<file path="src/sv/spa_pkg.sv">
`timescale 1ns / 1ps

package spa_pkg;

  // Handle space of the slot field; the pool itself may be smaller.
  localparam int unsigned MAX_SLOTS = 16;
  localparam int unsigned SLOT_W    = 4;
  localparam int unsigned COUNT_W   = 5;

  typedef enum logic {
    FUNC_ALLOC = 1'b0,
    FUNC_FREE  = 1'b1
  } spa_func_e;

  typedef enum logic [2:0] {
    ST_GRANTED    = 3'd0,
    ST_FULL       = 3'd1,
    ST_FREED      = 3'd2,
    ST_FREED_IDLE = 3'd3,
    ST_UNKNOWN    = 3'd4
  } spa_status_e;

  typedef struct packed {
    logic              func;
    logic [SLOT_W-1:0] slot;
  } spa_req_t;

  typedef struct packed {
    logic [2:0]         status;
    logic [SLOT_W-1:0]  granted_slot;
    logic [COUNT_W-1:0] in_use_count;
    logic [COUNT_W-1:0] peak_level;
  } spa_rsp_t;

endpackage

</file>
<file path="src/sv/spa_if.sv">
`timescale 1ns / 1ps

interface spa_req_if;
  logic       valid;
  logic       ready;
  logic       func;
  logic [3:0] slot;

  modport source (output valid, output func, output slot, input ready);
  modport sink   (input valid, input func, input slot, output ready);
endinterface

interface spa_rsp_if;
  logic       valid;
  logic       ready;
  logic [2:0] status;
  logic [3:0] granted_slot;
  logic [4:0] in_use_count;
  logic [4:0] peak_level;

  modport source (output valid, output status, output granted_slot,
                  output in_use_count, output peak_level, input ready);
  modport sink   (input valid, input status, input granted_slot,
                  input in_use_count, input peak_level, output ready);
endinterface

</file>
<file path="src/sv/slot_pool_allocator.sv">
`timescale 1ns / 1ps

// Bitmap first-fit slot allocator. Each request (allocate, or free a handle)
// is taken into an input register, resolved against the in-use bitmap by
// combinational logic, and its result lands in an output register; one
// request per cycle is sustained while the result side keeps taking items,
// and a stalled result stalls the input register behind it. Allocation
// grants the lowest free slot; handles at or above SLOT_COUNT (1 to 16) come
// back as unknown. After reset all slots are free and the peak is zero.
module slot_pool_allocator #(
  parameter int unsigned SLOT_COUNT = 8
) (
  input  logic             clk_i,
  input  logic             rst_ni,
  spa_req_if.sink          req_i,
  spa_rsp_if.source        rsp_o
);
  import spa_pkg::*;

  logic     in_vld_q, out_vld_q;
  spa_req_t in_q;
  spa_rsp_t out_q, rsp;
  logic     step;

  assign step        = in_vld_q && (!out_vld_q || rsp_o.ready);
  assign req_i.ready = !in_vld_q || step;

  spa_pool #(.SLOT_COUNT(SLOT_COUNT)) u_pool (
    .clk_i  (clk_i),
    .rst_ni (rst_ni),
    .step_i (step),
    .req_i  (in_q),
    .rsp_o  (rsp)
  );

  always_ff @(posedge clk_i or negedge rst_ni) begin
    if (!rst_ni) begin
      in_vld_q  <= 1'b0;
      out_vld_q <= 1'b0;
    end else begin
      if (req_i.ready) begin
        in_vld_q <= req_i.valid;
      end
      if (step) begin
        out_vld_q <= 1'b1;
      end else if (rsp_o.ready) begin
        out_vld_q <= 1'b0;
      end
    end
  end

  always_ff @(posedge clk_i) begin
    if (req_i.valid && req_i.ready) begin
      in_q.func <= req_i.func;
      in_q.slot <= req_i.slot;
    end
    if (step) begin
      out_q <= rsp;
    end
  end

  assign rsp_o.valid        = out_vld_q;
  assign rsp_o.status       = out_q.status;
  assign rsp_o.granted_slot = out_q.granted_slot;
  assign rsp_o.in_use_count = out_q.in_use_count;
  assign rsp_o.peak_level   = out_q.peak_level;

endmodule

</file>
<file path="src/sv/spa_first_free.sv">
`timescale 1ns / 1ps

module spa_first_free (
  input  logic [spa_pkg::MAX_SLOTS-1:0] free_i,
  output logic                          found_o,
  output logic [spa_pkg::MAX_SLOTS-1:0] onehot_o,
  output logic [spa_pkg::SLOT_W-1:0]    idx_o
);
  import spa_pkg::*;

  logic [MAX_SLOTS-1:0] lowest;

  // Isolate the lowest set bit.
  assign lowest   = free_i & (~free_i + MAX_SLOTS'(1));
  assign found_o  = |free_i;
  assign onehot_o = lowest;

  always_comb begin
    idx_o = '0;
    for (int i = 0; i < MAX_SLOTS; i++) begin
      idx_o = idx_o | (lowest[i] ? SLOT_W'(i) : '0);
    end
  end

endmodule

</file>
<file path="src/sv/spa_pool.sv">
`timescale 1ns / 1ps

module spa_pool #(
  parameter int unsigned SLOT_COUNT = 8
) (
  input  logic              clk_i,
  input  logic              rst_ni,
  input  logic              step_i,
  input  spa_pkg::spa_req_t req_i,
  output spa_pkg::spa_rsp_t rsp_o
);
  import spa_pkg::*;

  localparam logic [COUNT_W-1:0] PoolSize = COUNT_W'(SLOT_COUNT);

  logic [SLOT_COUNT-1:0] busy_q, busy_d;
  logic [COUNT_W-1:0]    count_q, count_d;
  logic [COUNT_W-1:0]    peak_q, peak_d;

  logic [MAX_SLOTS-1:0]  busy_ext, pool_mask, free_ext, grant_oh, clr_oh;
  logic                  any_free;
  logic [SLOT_W-1:0]     grant_idx;
  logic [COUNT_W-1:0]    count_inc;

  assign busy_ext  = MAX_SLOTS'(busy_q);
  assign pool_mask = MAX_SLOTS'({SLOT_COUNT{1'b1}});
  assign free_ext  = ~busy_ext & pool_mask;
  assign clr_oh    = MAX_SLOTS'(1) << req_i.slot;
  assign count_inc = count_q + COUNT_W'(1);

  spa_first_free u_first_free (
    .free_i   (free_ext),
    .found_o  (any_free),
    .onehot_o (grant_oh),
    .idx_o    (grant_idx)
  );

  always_comb begin
    busy_d             = busy_q;
    count_d            = count_q;
    peak_d             = peak_q;
    rsp_o.granted_slot = '0;
    rsp_o.status       = ST_FULL;
    if (req_i.func == FUNC_ALLOC) begin
      if (any_free) begin
        busy_d             = busy_q | grant_oh[SLOT_COUNT-1:0];
        count_d            = count_inc;
        rsp_o.status       = ST_GRANTED;
        rsp_o.granted_slot = grant_idx;
        if (count_inc > peak_q) begin
          peak_d = count_inc;
        end
      end
    end else if ({1'b0, req_i.slot} >= PoolSize) begin
      rsp_o.status = ST_UNKNOWN;
    end else if (busy_ext[req_i.slot]) begin
      busy_d       = busy_q & ~clr_oh[SLOT_COUNT-1:0];
      count_d      = count_q - COUNT_W'(1);
      rsp_o.status = ST_FREED;
    end else begin
      rsp_o.status = ST_FREED_IDLE;
    end
    rsp_o.in_use_count = count_d;
    rsp_o.peak_level   = peak_d;
  end

  always_ff @(posedge clk_i or negedge rst_ni) begin
    if (!rst_ni) begin
      busy_q  <= '0;
      count_q <= '0;
      peak_q  <= '0;
    end else if (step_i) begin
      busy_q  <= busy_d;
      count_q <= count_d;
      peak_q  <= peak_d;
    end
  end

  a_count_matches_map: assert property (@(posedge clk_i) disable iff (!rst_ni)
    count_q == COUNT_W'($countones(busy_q)))
    else $error("in-use count out of step with busy map");

  a_peak_covers_count: assert property (@(posedge clk_i) disable iff (!rst_ni)
    peak_q >= count_q)
    else $error("peak below in-use count");

  a_full_only_when_full: assert property (@(posedge clk_i) disable iff (!rst_ni)
    step_i && rsp_o.status == ST_FULL |-> count_q == PoolSize)
    else $error("pool full reported with a free slot");

  a_grant_sets_bit: assert property (@(posedge clk_i) disable iff (!rst_ni)
    step_i && rsp_o.status == ST_GRANTED |=> count_q == $past(count_q) + COUNT_W'(1))
    else $error("grant did not raise the in-use count");

endmodule

</file>
<file path="src/flat_wrapper.sv">
// flat-port wrapper written by rule: the top's interface ports become plain ports
module slot_pool_allocator_flat import spa_pkg::*;
#(
  parameter int unsigned SLOT_COUNT = 8
)
  (clk_i, rst_ni, req_i_valid, req_i_func, req_i_slot, req_i_ready, rsp_o_valid, rsp_o_status, rsp_o_granted_slot, rsp_o_in_use_count, rsp_o_peak_level, rsp_o_ready);
  spa_req_if req_i_i ();
  spa_rsp_if rsp_o_i ();
  input  logic clk_i;
  input  logic rst_ni;
  input wire logic [$bits(req_i_i.valid)-1:0] req_i_valid;
  input wire logic [$bits(req_i_i.func)-1:0] req_i_func;
  input wire logic [$bits(req_i_i.slot)-1:0] req_i_slot;
  output wire logic [$bits(req_i_i.ready)-1:0] req_i_ready;
  output wire logic [$bits(rsp_o_i.valid)-1:0] rsp_o_valid;
  output wire logic [$bits(rsp_o_i.status)-1:0] rsp_o_status;
  output wire logic [$bits(rsp_o_i.granted_slot)-1:0] rsp_o_granted_slot;
  output wire logic [$bits(rsp_o_i.in_use_count)-1:0] rsp_o_in_use_count;
  output wire logic [$bits(rsp_o_i.peak_level)-1:0] rsp_o_peak_level;
  input wire logic [$bits(rsp_o_i.ready)-1:0] rsp_o_ready;
  assign req_i_i.valid = req_i_valid;
  assign req_i_i.func = req_i_func;
  assign req_i_i.slot = req_i_slot;
  assign req_i_ready = req_i_i.ready;
  assign rsp_o_valid = rsp_o_i.valid;
  assign rsp_o_status = rsp_o_i.status;
  assign rsp_o_granted_slot = rsp_o_i.granted_slot;
  assign rsp_o_in_use_count = rsp_o_i.in_use_count;
  assign rsp_o_peak_level = rsp_o_i.peak_level;
  assign rsp_o_i.ready = rsp_o_ready;
  slot_pool_allocator #(.SLOT_COUNT(SLOT_COUNT)) u_core (.clk_i(clk_i), .rst_ni(rst_ni), .req_i(req_i_i), .rsp_o(rsp_o_i));
endmodule
</file>
<file path="config.mk">
export PLATFORM = sky130hd
export DESIGN_NAME = slot_pool_allocator_flat
export DESIGN_NICKNAME = d
export VERILOG_FILES = /design/src/sv/spa_pkg.sv /design/src/sv/spa_if.sv /design/src/sv/slot_pool_allocator.sv /design/src/sv/spa_first_free.sv /design/src/sv/spa_pool.sv /design/src/flat_wrapper.sv
export SDC_FILE = /design/constraint.sdc
export NUM_CORES = 1
export LEC_CHECK = 0
export ABC_CLOCK_PERIOD_IN_PS = 6200
export CORE_UTILIZATION = 61
export CTS_CLUSTER_SIZE = 24
export DETAILED_ROUTE_END_ITERATION = 10
export DONT_BUFFER_PORTS = 1
export GPL_ROUTABILITY_DRIVEN = 0
export GPL_TIMING_DRIVEN = 0
export PLACE_DENSITY = 0.77
export SLEW_MARGIN = 5
export SYNTH_ARGS = -nofsm -noshare
export SYNTH_HDL_FRONTEND = slang
export SYNTH_SLANG_ARGS = --single-unit
</file>
<file path="constraint.sdc">
create_clock -name clk_i -period 6.2 [get_ports clk_i]
set_input_delay 0.31 -clock clk_i [delete_from_list [all_inputs] [get_ports clk_i]]
set_output_delay 0.31 -clock clk_i [all_outputs]
set_load 0.01 [all_outputs]
</file>
==> qor.txt, run 1 <==
=================================================================================
Endpoint arrival time on the critical path                                3.21 ns
Std-Cell Core Area                                                       3390 um2
DRC violations left                                                             0
Launching element of the worst setup path                            u_core.u_pool.count_q[0]
Final period util                                                          49.77%
Combinational cell fraction of total power                                  41.4%
Buffers on Ports                                                                0
Data required time of the worst path                                      6.32 ns
Post-synthesis net count                                                      208
Result of the run                                                       completed
Commonest cells after routing, fill and taps aside                   sky130_fd_sc_hd__edfxtp_1 (21), sky130_fd_sc_hd__dfrtp_1 (20), sky130_fd_sc_hd__nor2_1 (14)
Warning count from the yosys run                                                0
Switching part of the total power                                          38.98%
Die extent in x                                                          61.74 um
Area of the die                                                          3812 um2
Sequential share of the synthesized area                                   51.95%
Layout cells sized above 1                                                 13.93%
Number of buffers added for setup after CTS                                     0
Unrepaired setup endpoints after global routing                             false
Relative slew margins                                                      36.37%
DP Cell Count                                                                 238
Total detailed-routing wirelength                                         4059 um
Post-layout net count                                                         216
Largest clock skew in the final design                                0.008955 ns
H-Tree Level Count                                                              2
Startpoint of the lowest-slack hold path                             req_i_slot[3]
Final TNS setup                                                              0 ns
Maximum clock path buffer count                                                 2
Worst Hold Class                                                     input pin to flop
Internal power                                                        0.0005865 W
Flip-flop and latch count after synthesis                                      41
First-iteration detailed-routing DRC count                                    115
Vias in the first global route                                              1,450
EDFF count, synth                                                              21
Relative contribution of the clock network to total power                   13.5%
Max-capacitance violation count                                                 0
Total number of vias                                                        1,546
Reg clk slew, reported paths                                              0.12 ns
Async set or reset register ratio after synthesis                          48.78%
Fraction of power consumed by sequential logic                              45.1%
Count of instances resized after the clock tree is built                        0
Total of hold buffers inserted after clock tree synthesis                       1
Peak supply drop                                                      0.0002447 V
Synth-to-Final Area Change                                                 5.632%
Detailed-route vias per instance                                            6.259
Most common cell after layout, fill and taps aside                   sky130_fd_sc_hd__edfxtp_1
Antenna violations before repair                                                0
Non-filler instance count after layout                                        247
Largest net degree at the start of global routing                              21
First-pass GRT wire length                                                6844 um
Origin of the critical flop-to-flop path                             u_core.u_pool.count_q[0]
Critical Path Source Type                                                    flop
Post-DP HPWL                                                              2923 um
Primary FF master, synth                                             sky130_fd_sc_hd__edfxtp_1
Routed metal-1 wire length                                                1779 um
Number of library cell types mapped by synthesis                               48
Fmax                                                                   0.3241 GHz
CTS Root Cell                                                        sky130_fd_sc_hd__clkbuf_4
Met3 layer wire length in the routed design                                255 um
Power Dens Cells                                                     417.9 nW/um2
Initial core utilization                                                   64.23%
Critical path fanouts, max                                                      7
Leak Pwr                                                                0.8742 nW
Setup Crit Path Kind                                                 flop to flop
Clock latency reported for the late side of the worst-skew pair           0.36 ns
Transition at the pin with the smallest max-transition slack            0.9513 ns
Summed instance area of the synthesized netlist                          2177 um2
Antenna diode count                                                             0
Switching power                                                       0.0003746 W
I/O pin cnt                                                                    28
DR top layer                                                                 met4
Post-Synthesis Cells                                                          192
Chip Height                                                              61.74 um
TritonCTS buffer count                                                          5
Cell Rows                                                                      21
Number of nets still failing antenna checks after routing                       0
Overall Global Routing Usage                                               24.86%
GRT Residual Overflow                                                           0
Pins Over Slew Limit                                                            0
Synthesized area divided by synthesized cell count                      11.34 um2
TritonCTS clock tree                                                         done
Final Critical Period                                                    3.085 ns
Number of hold violations in the final report                                   0
Critical Path End Type                                                       flop
Number of optimization iterations in the first detailed-route pass              4
Setup-failing EPs final                                                         0
Clock sinks                                                                    41
Post-DR wirelength/cell                                                  16.43 um
Met2 routed wirelength                                                    1952 um
=================================================================================
[per-stage QoR]
step / hold slack [ns] / instance area, um2 / total power, W / worst slack, ns / utilization, %
after CTS: 0.04078 / 2300 / 0.0009638 / 3.123 / 67.85
after global placement: 0.01483 / 2235 / 0.0008033 / 3.260 / 65.93
after floorplan: 0.01441 / 2177 / 0.0007417 / 3.537 / -
after detailed placement: 0.01471 / 2235 / 0.0008325 / 3.140 / 65.93
after global routing: 0.02332 / 2300 / 0.001038 / 2.949 / 67.85
final: 0.04765 / 2300 / 0.0009612 / 3.115 / 67.85
[worst max-delay path, cell delays in order, from the launching register on]
cell	delay, ns
sky130_fd_sc_hd__dfrtp_1	0.40
sky130_fd_sc_hd__clkbuf_1	0.36
sky130_fd_sc_hd__inv_1	0.10
sky130_fd_sc_hd__ha_1	0.42
sky130_fd_sc_hd__ha_1	0.34
sky130_fd_sc_hd__nor2b_1	0.12
sky130_fd_sc_hd__o211ai_1	0.09
sky130_fd_sc_hd__a21oi_1	0.34
sky130_fd_sc_hd__and2_1	0.18
sky130_fd_sc_hd__clkbuf_2	0.17
sky130_fd_sc_hd__mux2_2	0.34
[area by class of cell]
| cell class | count | area (um2) |
|---|---|---|
| fill | 258 | 1090 |
| inverter | 11 | 41.29 |
| tap | 46 | 57.56 |
| buffer | 11 | 58.81 |
| sequential | 41 | 1131 |
| multi-input combinational | 129 | 945.9 |
| clock buffer | 5 | 37.54 |
| clock inverter | 3 | 17.52 |
| timing repair buffer | 1 | 10.01 |
[sequential cells by signal (all words and copies together) (netlist names)]
signal	cells
u_core.rsp_o.granted_slot	3
u_core.rsp_o.peak_level	5
u_core.in_q	5
u_core.rsp_o.in_use_count	5
u_core.rsp_o.status	3
u_core.rsp_o.valid	1
u_core.u_pool.busy_q	8
u_core.u_pool.count_q	5
u_core.u_pool.peak_q	5
u_core.in_vld_q	1
[path summary, 6_finish.rpt]
check,end,slack (ns),cells after the start
hold / removal,u_core.in_q[3],0.05,0
setup reg to reg,u_core.rsp_o.peak_level[1],3.11,10
min in group asynchronous,u_core.u_pool.count_q[4],0.53,1
max in group asynchronous,u_core.in_vld_q,5.08,1
setup / recovery,u_core.rsp_o.peak_level[1],3.11,10
hold reg to reg,u_core.u_pool.peak_q[1],0.55,1
[cells in the mapped netlist (3+ instances only)]
library cell,count,area (um2)
sky130_fd_sc_hd__edfxtp_1,21,630.6
sky130_fd_sc_hd__mux2_2,5,56.30
sky130_fd_sc_hd__nor2_1,14,52.55
sky130_fd_sc_hd__inv_1,11,41.29
sky130_fd_sc_hd__nand3_1,6,30.03
sky130_fd_sc_hd__nor3_1,3,15.01
sky130_fd_sc_hd__clkbuf_2,5,25.02
sky130_fd_sc_hd__nor2b_1,6,37.54
sky130_fd_sc_hd__a41oi_1,4,35.03
sky130_fd_sc_hd__nand2_1,5,18.77
sky130_fd_sc_hd__o21ai_0,8,40.04
sky130_fd_sc_hd__nor3_2,3,30.03
sky130_fd_sc_hd__nand2b_1,3,18.77
sky130_fd_sc_hd__mux2i_1,5,50.05
sky130_fd_sc_hd__clkbuf_1,4,15.01
sky130_fd_sc_hd__xnor2_1,10,87.58
sky130_fd_sc_hd__ha_1,7,87.58
sky130_fd_sc_hd__dfrtp_1,20,500.5
sky130_fd_sc_hd__a21oi_1,11,55.05
sky130_fd_sc_hd__a31oi_1,5,31.28
sky130_fd_sc_hd__and2_1,5,31.28
[layer usage]
layer	up-vias	track usage, %
li1	718	-
met1	748	35.20
met2	71	36.87
met3	9	6.418
met4	0	9.206
met5	-	0
[cells by family after synthesis]
group | count (synthesis) | share of synthesized area [%]
XOR/XNOR | 11 | 4.425
buffers and inverters | 22 | 4.597
multiplexers | 10 | 4.885
flip-flops | 41 | 51.95
other | 1 | 0.1722
AO/OA/AOI/OAI | 42 | 13.85
adder cells (fa/ha/maj) | 7 | 4.023
AND/OR/NAND/NOR | 58 | 16.09
[power groups by stage]
stage	logic (W)	registers, W	clock network (W)
after global routing	0.000447	0.000444	0.000147
after floorplan	0.000315	0.000427	0
final	0.000398	0.000433	0.000130
after detailed placement	0.000393	0.000440	0
after global placement	0.000368	0.000435	0
after CTS	0.000397	0.000434	0.000133
Power figures use the tool's default switching activity.
==> run 2: changes to the inputs <==
- ABC_CLOCK_PERIOD_IN_PS: 6200 -> 3200
- clock period: 6.2 -> 3.2 ns (I/O delays scaled with it)
==> run 2 against run 1 <==
- maximum frequency grew 5.1%
- critical path depth is the same
- core utilization grew 1.8 points
- global-route usage grew 0.23 points
- power grew 94%
- critical path type unchanged
- critical endpoint unchanged
==> qor.txt, run 2 (same netlist as run 1, synthesis figures left out) <==
=================================================================================
First-pass GRT wire length                                                6906 um   was 6844 um
Antenna diode count                                                             0   unchanged
Total cell area at the placement stage                                   2235 um2   unchanged
Synth-to-Final Area Change                                                 8.448%   was 5.632%
Largest clock skew in the final design                                0.009201 ns   was 0.008955 ns
Relative slew margins                                                      36.16%   was 36.37%
Power Dens Cells                                                     790.3 nW/um2   was 417.9 nW/um2
DRC violations left                                                             0   unchanged
RR Endpoint                                                          u_core.rsp_o.peak_level[1]   unchanged
Buffers on Ports                                                                0   unchanged
Number of inserted filler cells in the final layout                           257   was 258
Path depth of the worst reg2reg path                                           10   unchanged
TritonCTS clock tree                                                         done   unchanged
Final TNS setup                                                              0 ns   unchanged
Post-DP HPWL                                                              2923 um   unchanged
First-iteration detailed-routing DRC count                                    113   was 115
H-Tree Level Count                                                              2   unchanged
Startpoint of the lowest-slack hold path                              rsp_o_ready   was req_i_slot[3]
Origin of the critical flop-to-flop path                             u_core.u_pool.count_q[2]   was u_core.u_pool.count_q[0]
Post-layout net count                                                         222   was 216
GRT Residual Overflow                                                           0   unchanged
I/O pin cnt                                                                    28   unchanged
Detailed-route vias per instance                                            6.281   was 6.259
Flop-to-flop setup slack                                                  0.27 ns   was 3.11 ns
Critical path fanouts, max                                                      7   unchanged
Peak supply drop                                                      0.0004750 V   was 0.0002447 V
Pins Over Slew Limit                                                            0   unchanged
Transition at the pin with the smallest max-transition slack            0.9544 ns   was 0.9513 ns
Total detailed-routing wirelength                                         4065 um   was 4059 um
Unrepaired setup endpoints after global routing                             false   unchanged
Non-filler instance count after layout                                        253   was 247
Critical Path Source Type                                                    flop   unchanged
Total number of vias                                                        1,589   was 1,546
Largest net degree at the start of global routing                              21   unchanged
Antenna violations before repair                                                0   unchanged
Reg clk slew, reported paths                                              0.12 ns   about the same
Post-DR wirelength/cell                                                  16.07 um   was 16.43 um
Leak Pwr                                                                0.9022 nW   was 0.8742 nW
Maximum clock path buffer count                                                 2   unchanged
CP max stage cell                                                    sky130_fd_sc_hd__dfrtp_1   was sky130_fd_sc_hd__ha_1
Series of cell instances along the critical path                     clkbuf_1 > nand3_1 > xnor2_1 > ha_1 > nand4_1 > mux2i_1 > a21oi_1 > and2_1 > clkbuf_2 > mux2_2   was clkbuf_1 > inv_1 > ha_1 > ha_1 > nor2b_1 > o211ai_1 > a21oi_1 > and2_1 > clkbuf_2 > mux2_2
Die extent in x                                                          61.74 um   unchanged
Area of the die                                                          3812 um2   unchanged
Number of hold violations in the final report                                   0   unchanged
Std-Cell Core Area                                                       3390 um2   unchanged
Layout cells sized above 1                                                 14.01%   was 13.93%
Final Critical Period                                                    2.935 ns   was 3.085 ns
Vias in the first global route                                              1,463   was 1,450
Worst Hold Path Cells                                                           2   was 0
Setup-failing EPs final                                                         0   unchanged
Setup Crit Path Kind                                                 flop to flop   unchanged
TritonCTS buffer count                                                          5   unchanged
CTS Root Cell                                                        sky130_fd_sc_hd__clkbuf_4   unchanged
Chip Height                                                              61.74 um   unchanged
Cell Rows                                                                      21   unchanged
CP peak stage delay                                                       0.35 ns   was 0.42 ns
DP Cell Count                                                                 238   unchanged
Most flop-heavy register                                             u_core.u_pool.busy_q   unchanged
Clock latency reported for the late side of the worst-skew pair           0.35 ns   was 0.36 ns
Fmax                                                                   0.3407 GHz   was 0.3241 GHz
Commonest cells after routing, fill and taps aside                   sky130_fd_sc_hd__edfxtp_1 (21), sky130_fd_sc_hd__dfrtp_1 (20), sky130_fd_sc_hd__nor2_1 (14)   unchanged
Overall Global Routing Usage                                               25.09%   was 24.86%
Most common cell after layout, fill and taps aside                   sky130_fd_sc_hd__edfxtp_1   unchanged
Initial core utilization                                                   64.23%   unchanged
Endpoint arrival time on the critical path                                3.05 ns   was 3.21 ns
Critical Path End Type                                                       flop   unchanged
Number of optimization iterations in the first detailed-route pass              5   was 4
Number of nets still failing antenna checks after routing                       0   unchanged
Final period util                                                          91.72%   was 49.77%
Worst Hold Path EP                                                   u_core.in_vld_q   was u_core.in_q[3]
Worst Hold Class                                                     input pin to flop   unchanged
Post-route cell area                                                     2361 um2   was 2300 um2
Clock sinks                                                                    41   unchanged
Result of the run                                                       completed   unchanged
Max FFs per register                                                            8   unchanged
Max-capacitance violation count                                                 0   unchanged
Number of buffers added for setup after CTS                                     0   unchanged
Data required time of the worst path                                      3.31 ns   was 6.32 ns
=================================================================================
==> run 2: layer usage <==
layer  track usage, %  share of wire, %
met1            35.25                42
met4            9.206               2.2
met2            37.17                48
met3            7.039               7.5
met5                0                 0
==> run 2: critical path: cells and delay by family, from the launching register on <==
family	cells	cell delay, ns
xor gates and xnor gates	1	0.34
buffers and inverters	2	0.46
adders and majority gates	1	0.32
AOI/OAI and AO/OA	1	0.32
and+or+nand+nor	3	0.49
DFF	1	0.35
muxes	2	0.41
==> run 2: power breakdown <==
part	total, W	switching, W	internal (W)
combinational	0.000777	0.000447	0.000330
sequential	0.000839	0.000109	0.000730
clock	0.000250	0.000167	0.0000829
==> run 2: area by class of cell <==
cell class / instances / area (um2) / area share [%]
sequential: 41 / 1131 / 47.91
multi-input combinational: 129 / 945.9 / 40.06
timing repair buffer: 7 / 70.07 / 2.968
buffer: 11 / 60.06 / 2.544
tap: 46 / 57.56 / 2.438
inverter: 11 / 41.29 / 1.749
clock buffer: 5 / 37.54 / 1.590
clock inverter: 3 / 17.52 / 0.7419
==> run 2: how the worst max path moves through the flow <==
| stage | slack (ns) | to | startpoint |
|---|---|---|---|
| after floorplan | 0.54 | u_core.rsp_o.peak_level[1] | u_core.u_pool.count_q[0] |
| after global placement | 0.26 | u_core.rsp_o.peak_level[1] | u_core.u_pool.count_q[0] |
| after detailed placement | 0.14 | u_core.rsp_o.peak_level[1] | u_core.u_pool.count_q[0] |
| after CTS | 0.12 | u_core.rsp_o.peak_level[1] | u_core.u_pool.count_q[0] |
| after global routing | 0.06 | u_core.rsp_o.peak_level[2] | u_core.u_pool.count_q[2] |
| final | 0.27 | u_core.rsp_o.peak_level[1] | u_core.u_pool.count_q[2] |
==> run 2: repair_timing <==
| item | CTS | global route |
|---|---|---|
| hold buffers | 7 | 0 |
| endpoints found under the hold margin | 26 | 0 |
| resized for setup | 0 | 2 |
| endpoints found under the setup margin | 0 | 2 |
==> run 2: stage by stage <==
step           utilization [%]  hold slack [ns]  total power, W  worst slack, ns
6_report                 69.66          0.09809        0.001866           0.2650
4_1_cts                  69.62          0.07438        0.001873           0.1225
2_1_floorplan                -          -0.1356        0.001437           0.5367
3_5_place_dp             65.93          -0.1353        0.001613           0.1403
5_1_grt                  69.66          0.09219        0.002019          0.06015
3_3_place_gp             65.93          -0.1352        0.001556           0.2601
==> run 3: changes to the inputs <==
- ABC_AREA: unset -> 1
==> run 3 against run 2 <==
- synthesized area up 6.7%
- clock skew down 0.0068 ns
- sequential power up 9.2%
- worst setup slack better by 0.49 ns
- critical path type unchanged
- wire length up 7.9%
- sequential share of layout area down 3.2 points
- sequential cell count unchanged
- non-clock buffer count down 3
- critical path depth down 1
- maximum frequency up 20%
- synthesized cell count up 40%
- global-route usage down 0.39 points
==> qor.txt, run 3 <==
=================================================================================
Total number of vias                                                        1,792   was 1,589
Post-Synthesis Cells                                                          268   was 192
First-iteration detailed-routing DRC count                                    147   was 113
CP peak stage delay                                                       0.50 ns   was 0.35 ns
Count of instances resized after the clock tree is built                        0   unchanged
DRC violations left                                                             0   unchanged
Largest net degree at the start of global routing                              26   was 21
Flop-to-flop setup slack                                                  0.76 ns   was 0.27 ns
CP max stage cell                                                    sky130_fd_sc_hd__dfrtp_1   unchanged
Startpoint of the lowest-slack hold path                              req_i_valid   was rsp_o_ready
Chip Height                                                              63.70 um   was 61.74 um
Most frequent cells after synthesis                                  sky130_fd_sc_hd__nand2_1 (71), sky130_fd_sc_hd__inv_1 (30), sky130_fd_sc_hd__nand3_1 (26)   was sky130_fd_sc_hd__edfxtp_1 (21), sky130_fd_sc_hd__dfrtp_1 (20), sky130_fd_sc_hd__nor2_1 (14)
Main area contributors after synthesis                               sky130_fd_sc_hd__edfxtp_1 (27%), sky130_fd_sc_hd__dfrtp_1 (22%), sky130_fd_sc_hd__nand2_1 (11%), sky130_fd_sc_hd__nand3_1 (5.6%), sky130_fd_sc_hd__inv_1 (4.8%)   was sky130_fd_sc_hd__edfxtp_1 (29%), sky130_fd_sc_hd__dfrtp_1 (23%), sky130_fd_sc_hd__ha_1 (4.0%), sky130_fd_sc_hd__xnor2_1 (4.0%), sky130_fd_sc_hd__mux2_2 (2.6%)
Most flop-heavy register                                             u_core.u_pool.busy_q   unchanged
Async set or reset register ratio after synthesis                          48.78%   unchanged
Post-DP HPWL                                                              3169 um   was 2923 um
Origin of the critical flop-to-flop path                             u_core.u_pool.count_q[0]   was u_core.u_pool.count_q[2]
GRT Residual Overflow                                                           0   unchanged
Area share of fa/ha/maj cells after synthesis                              3.772%   was 4.023%
Total detailed-routing wirelength                                         4388 um   was 4065 um
Endpoint arrival time on the critical path                                2.49 ns   was 3.05 ns
Total of hold buffers inserted after clock tree synthesis                       6   was 7
Std-Cell Core Area                                                       3661 um2   was 3390 um2
Pins Over Slew Limit                                                            0   unchanged
Layout cells sized above 1                                                 10.99%   was 14.01%
Post-synthesis compound-gate area fraction                                 9.159%   was 13.85%
Buffers on Ports                                                                0   unchanged
Number of hold violations in the final report                                   0   unchanged
Path depth of the worst reg2reg path                                            9   was 10
Worst path buffer plus inverter count                                           2   unchanged
Most common cell after layout, fill and taps aside                   sky130_fd_sc_hd__nand2_1   was sky130_fd_sc_hd__edfxtp_1
Final period util                                                          76.29%   was 91.72%
Area leader, netlist                                                 sky130_fd_sc_hd__edfxtp_1   unchanged
Power Dens Cells                                                     823.0 nW/um2   was 790.3 nW/um2
TritonCTS buffer count                                                          5   unchanged
Area of the die                                                          4058 um2   was 3812 um2
Number of inserted filler cells in the final layout                           294   was 257
Data required time of the worst path                                      3.25 ns   was 3.31 ns
CTS Root Cell                                                        sky130_fd_sc_hd__clkbuf_8   was sky130_fd_sc_hd__clkbuf_4
Fmax                                                                   0.4096 GHz   was 0.3407 GHz
Cell Rows                                                                      22   was 21
Summed instance area of the synthesized netlist                          2322 um2   was 2177 um2
Series of cell instances along the critical path                     inv_1 > ha_1 > ha_1 > inv_1 > o21bai_1 > a21oi_1 > o21ai_1 > nand3_1 > and2_1   was clkbuf_1 > nand3_1 > xnor2_1 > ha_1 > nand4_1 > mux2i_1 > a21oi_1 > and2_1 > clkbuf_2 > mux2_2
Final Critical Period                                                    2.441 ns   was 2.935 ns
RR Endpoint                                                          u_core.rsp_o.peak_level[0]   was u_core.rsp_o.peak_level[1]
Utilization after layout                                                   69.17%   was 69.66%
Synth Area in XOR/XNOR                                                     1.886%   was 4.425%
Synthesized area divided by synthesized cell count                      8.665 um2   was 11.34 um2
Transition at the pin with the smallest max-transition slack             1.214 ns   was 0.9544 ns
Number of buffers added for setup after CTS                                     0   unchanged
Vias in the first global route                                              1,660   was 1,463
Post-layout net count                                                         297   was 222
Initial core utilization                                                   63.43%   was 64.23%
Flip-flop and latch count after synthesis                                      41   unchanged
Mux cell area share after synthesis                                       0.4310%   was 4.885%
Primary FF master, synth                                             sky130_fd_sc_hd__edfxtp_1   unchanged
Relative slew margins                                                      19.07%   was 36.16%
Post-synthesis net count                                                      284   was 208
Setup Crit Path Kind                                                 flop to flop   unchanged
Die extent in x                                                          63.70 um   was 61.74 um
I/O pin cnt                                                                    28   unchanged
EDFF count, synth                                                              21   unchanged
Critical Path End Type                                                       flop   unchanged
Peak supply drop                                                      0.0004636 V   was 0.0004750 V
Largest clock skew in the final design                                0.002406 ns   was 0.009201 ns
Warning count from the yosys run                                                0   unchanged
Number of optimization iterations in the first detailed-route pass              5   unchanged
Setup-failing EPs final                                                         0   unchanged
Result of the run                                                       completed   unchanged
Post-DR wirelength/cell                                                  13.30 um   was 16.07 um
Max-capacitance violation count                                                 0   unchanged
Clock sinks                                                                    41   unchanged
Synth-to-Final Area Change                                                 9.052%   was 8.448%
Final TNS setup                                                              0 ns   unchanged
Number of nets still failing antenna checks after routing                       0   unchanged
Unrepaired setup endpoints after global routing                             false   unchanged
Family with the most delay on the worst path                          adder cells   was simple AND/OR/NAND/NOR gates
Critical path fanouts, max                                                      7   unchanged
Worst Hold Path EP                                                   u_core.in_vld_q   unchanged
H-Tree Level Count                                                              2   unchanged
Overall Global Routing Usage                                               24.70%   was 25.09%
Fraction of synthesized cell area taken by the top area cell type          27.16%   was 28.97%
Maximum clock path buffer count                                                 2   unchanged
Simple-gate share of the synthesized area                                  28.23%   was 16.09%
Most used standard cell by instance count after synthesis            sky130_fd_sc_hd__nand2_1   was sky130_fd_sc_hd__edfxtp_1
Antenna violations before repair                                                0   unchanged
Worst Hold Class                                                     input pin to flop   unchanged
First-pass GRT wire length                                                7541 um   was 6906 um
Leak Pwr                                                                 1.179 nW   was 0.9022 nW
Clock latency reported for the late side of the worst-skew pair           0.29 ns   was 0.35 ns
Detailed-route vias per instance                                            5.430   was 6.281
Reg clk slew, reported paths                                              0.07 ns   was 0.12 ns
TritonCTS clock tree                                                         done   unchanged
Combinational family with the most area after synthesis              simple AND/OR/NAND/NOR gates   unchanged
Antenna diode count                                                             0   unchanged
Sequential share of the synthesized area                                   48.71%   was 51.95%
Critical Path Source Type                                                    flop   unchanged
Max FFs per register                                                            8   unchanged
Worst Hold Path Cells                                                           2   unchanged
Commonest cells after routing, fill and taps aside                   sky130_fd_sc_hd__nand2_1 (71), sky130_fd_sc_hd__inv_1 (30), sky130_fd_sc_hd__nand3_1 (26)   was sky130_fd_sc_hd__edfxtp_1 (21), sky130_fd_sc_hd__dfrtp_1 (20), sky130_fd_sc_hd__nor2_1 (14)
Number of library cell types mapped by synthesis                               36   was 48
=================================================================================
## run 3: changes by cell type after synthesis, sizes merged, moves of 6 or more
cell,before,now
nand2,5,76
nand3,6,29
inv,11,33
o21ai,8,18
xnor2,10,0
nor2b,6,0
## run 3: where the power goes
group	leakage [nW]	switching [W]	internal, W	total (W)
combinational	0.672	0.000513	0.000314	0.000827
sequential	0.461	0.000151	0.000766	0.000916
clock	0.0455	0.000165	0.000176	0.000341
## run 3: how the worst max path moves through the flow
stage / start / to / slack (ns) / depth (start not counted)
after floorplan: u_core.u_pool.count_q[0] / u_core.rsp_o.peak_level[0] / 1.00 / 9
after global placement: u_core.u_pool.count_q[0] / u_core.rsp_o.peak_level[4] / 0.77 / 9
after detailed placement: u_core.u_pool.count_q[0] / u_core.rsp_o.peak_level[3] / 0.76 / 9
after CTS: u_core.u_pool.count_q[0] / u_core.rsp_o.peak_level[3] / 0.74 / 9
after global routing: u_core.u_pool.count_q[0] / u_core.u_pool.peak_q[2] / 0.47 / 11
final: u_core.u_pool.count_q[0] / u_core.rsp_o.peak_level[0] / 0.76 / 9
## run 3: metal layers
layer	part of all wire [%]	global-route usage, %
met5	0	0
met1	47	33.53
met2	45	38.83
met3	7.0	5.797
met4	1.3	7.955
## run 3: per-stage QoR
stage	worst slack, ns	cell area, um2	hold WS (ns)	power [W]	instances
6_report	0.7586	2532	0.01157	0.002084	330
2_1_floorplan	1.000	2322	-0.1356	0.001560	268
3_3_place_gp	0.7655	2382	-0.1349	0.001706	316
3_5_place_dp	0.7585	2382	-0.1349	0.001737	316
5_1_grt	0.4750	2532	0.009653	0.002265	330
4_1_cts	0.7367	2532	0.005862	0.002092	330
## run 3: worst reg2reg max path: cells and delay by family, from the launching register on
| family | cells | cell delay (ns) |
|---|---|---|
| AOI/OAI and AO/OA | 3 | 0.55 |
| adders and majority gates | 2 | 0.68 |
| buffers and inverters | 2 | 0.14 |
| DFF | 1 | 0.50 |
| and+or+nand+nor | 2 | 0.34 |
## run 3: kinds of logic after synthesis
logic type,Yosys count
other,1
xor gates and xnor gates,5
muxes,1
buffers and inverters,42
AOI/OAI and AO/OA,35
DFF,41
adders and majority gates,7
and+or+nand+nor,136
## run 3: layout make-up
class	count	area [um2]	share of cell area, %
Clock buffer	8	90.09	3.557
Buffer	9	53.80	2.125
Timing Repair Buffer	6	60.06	2.372
Inverter	33	123.9	4.891
Multi-Input combinational cell	185	1013	40.02
Sequential cell	41	1131	44.66
Tap cell	48	60.06	2.372
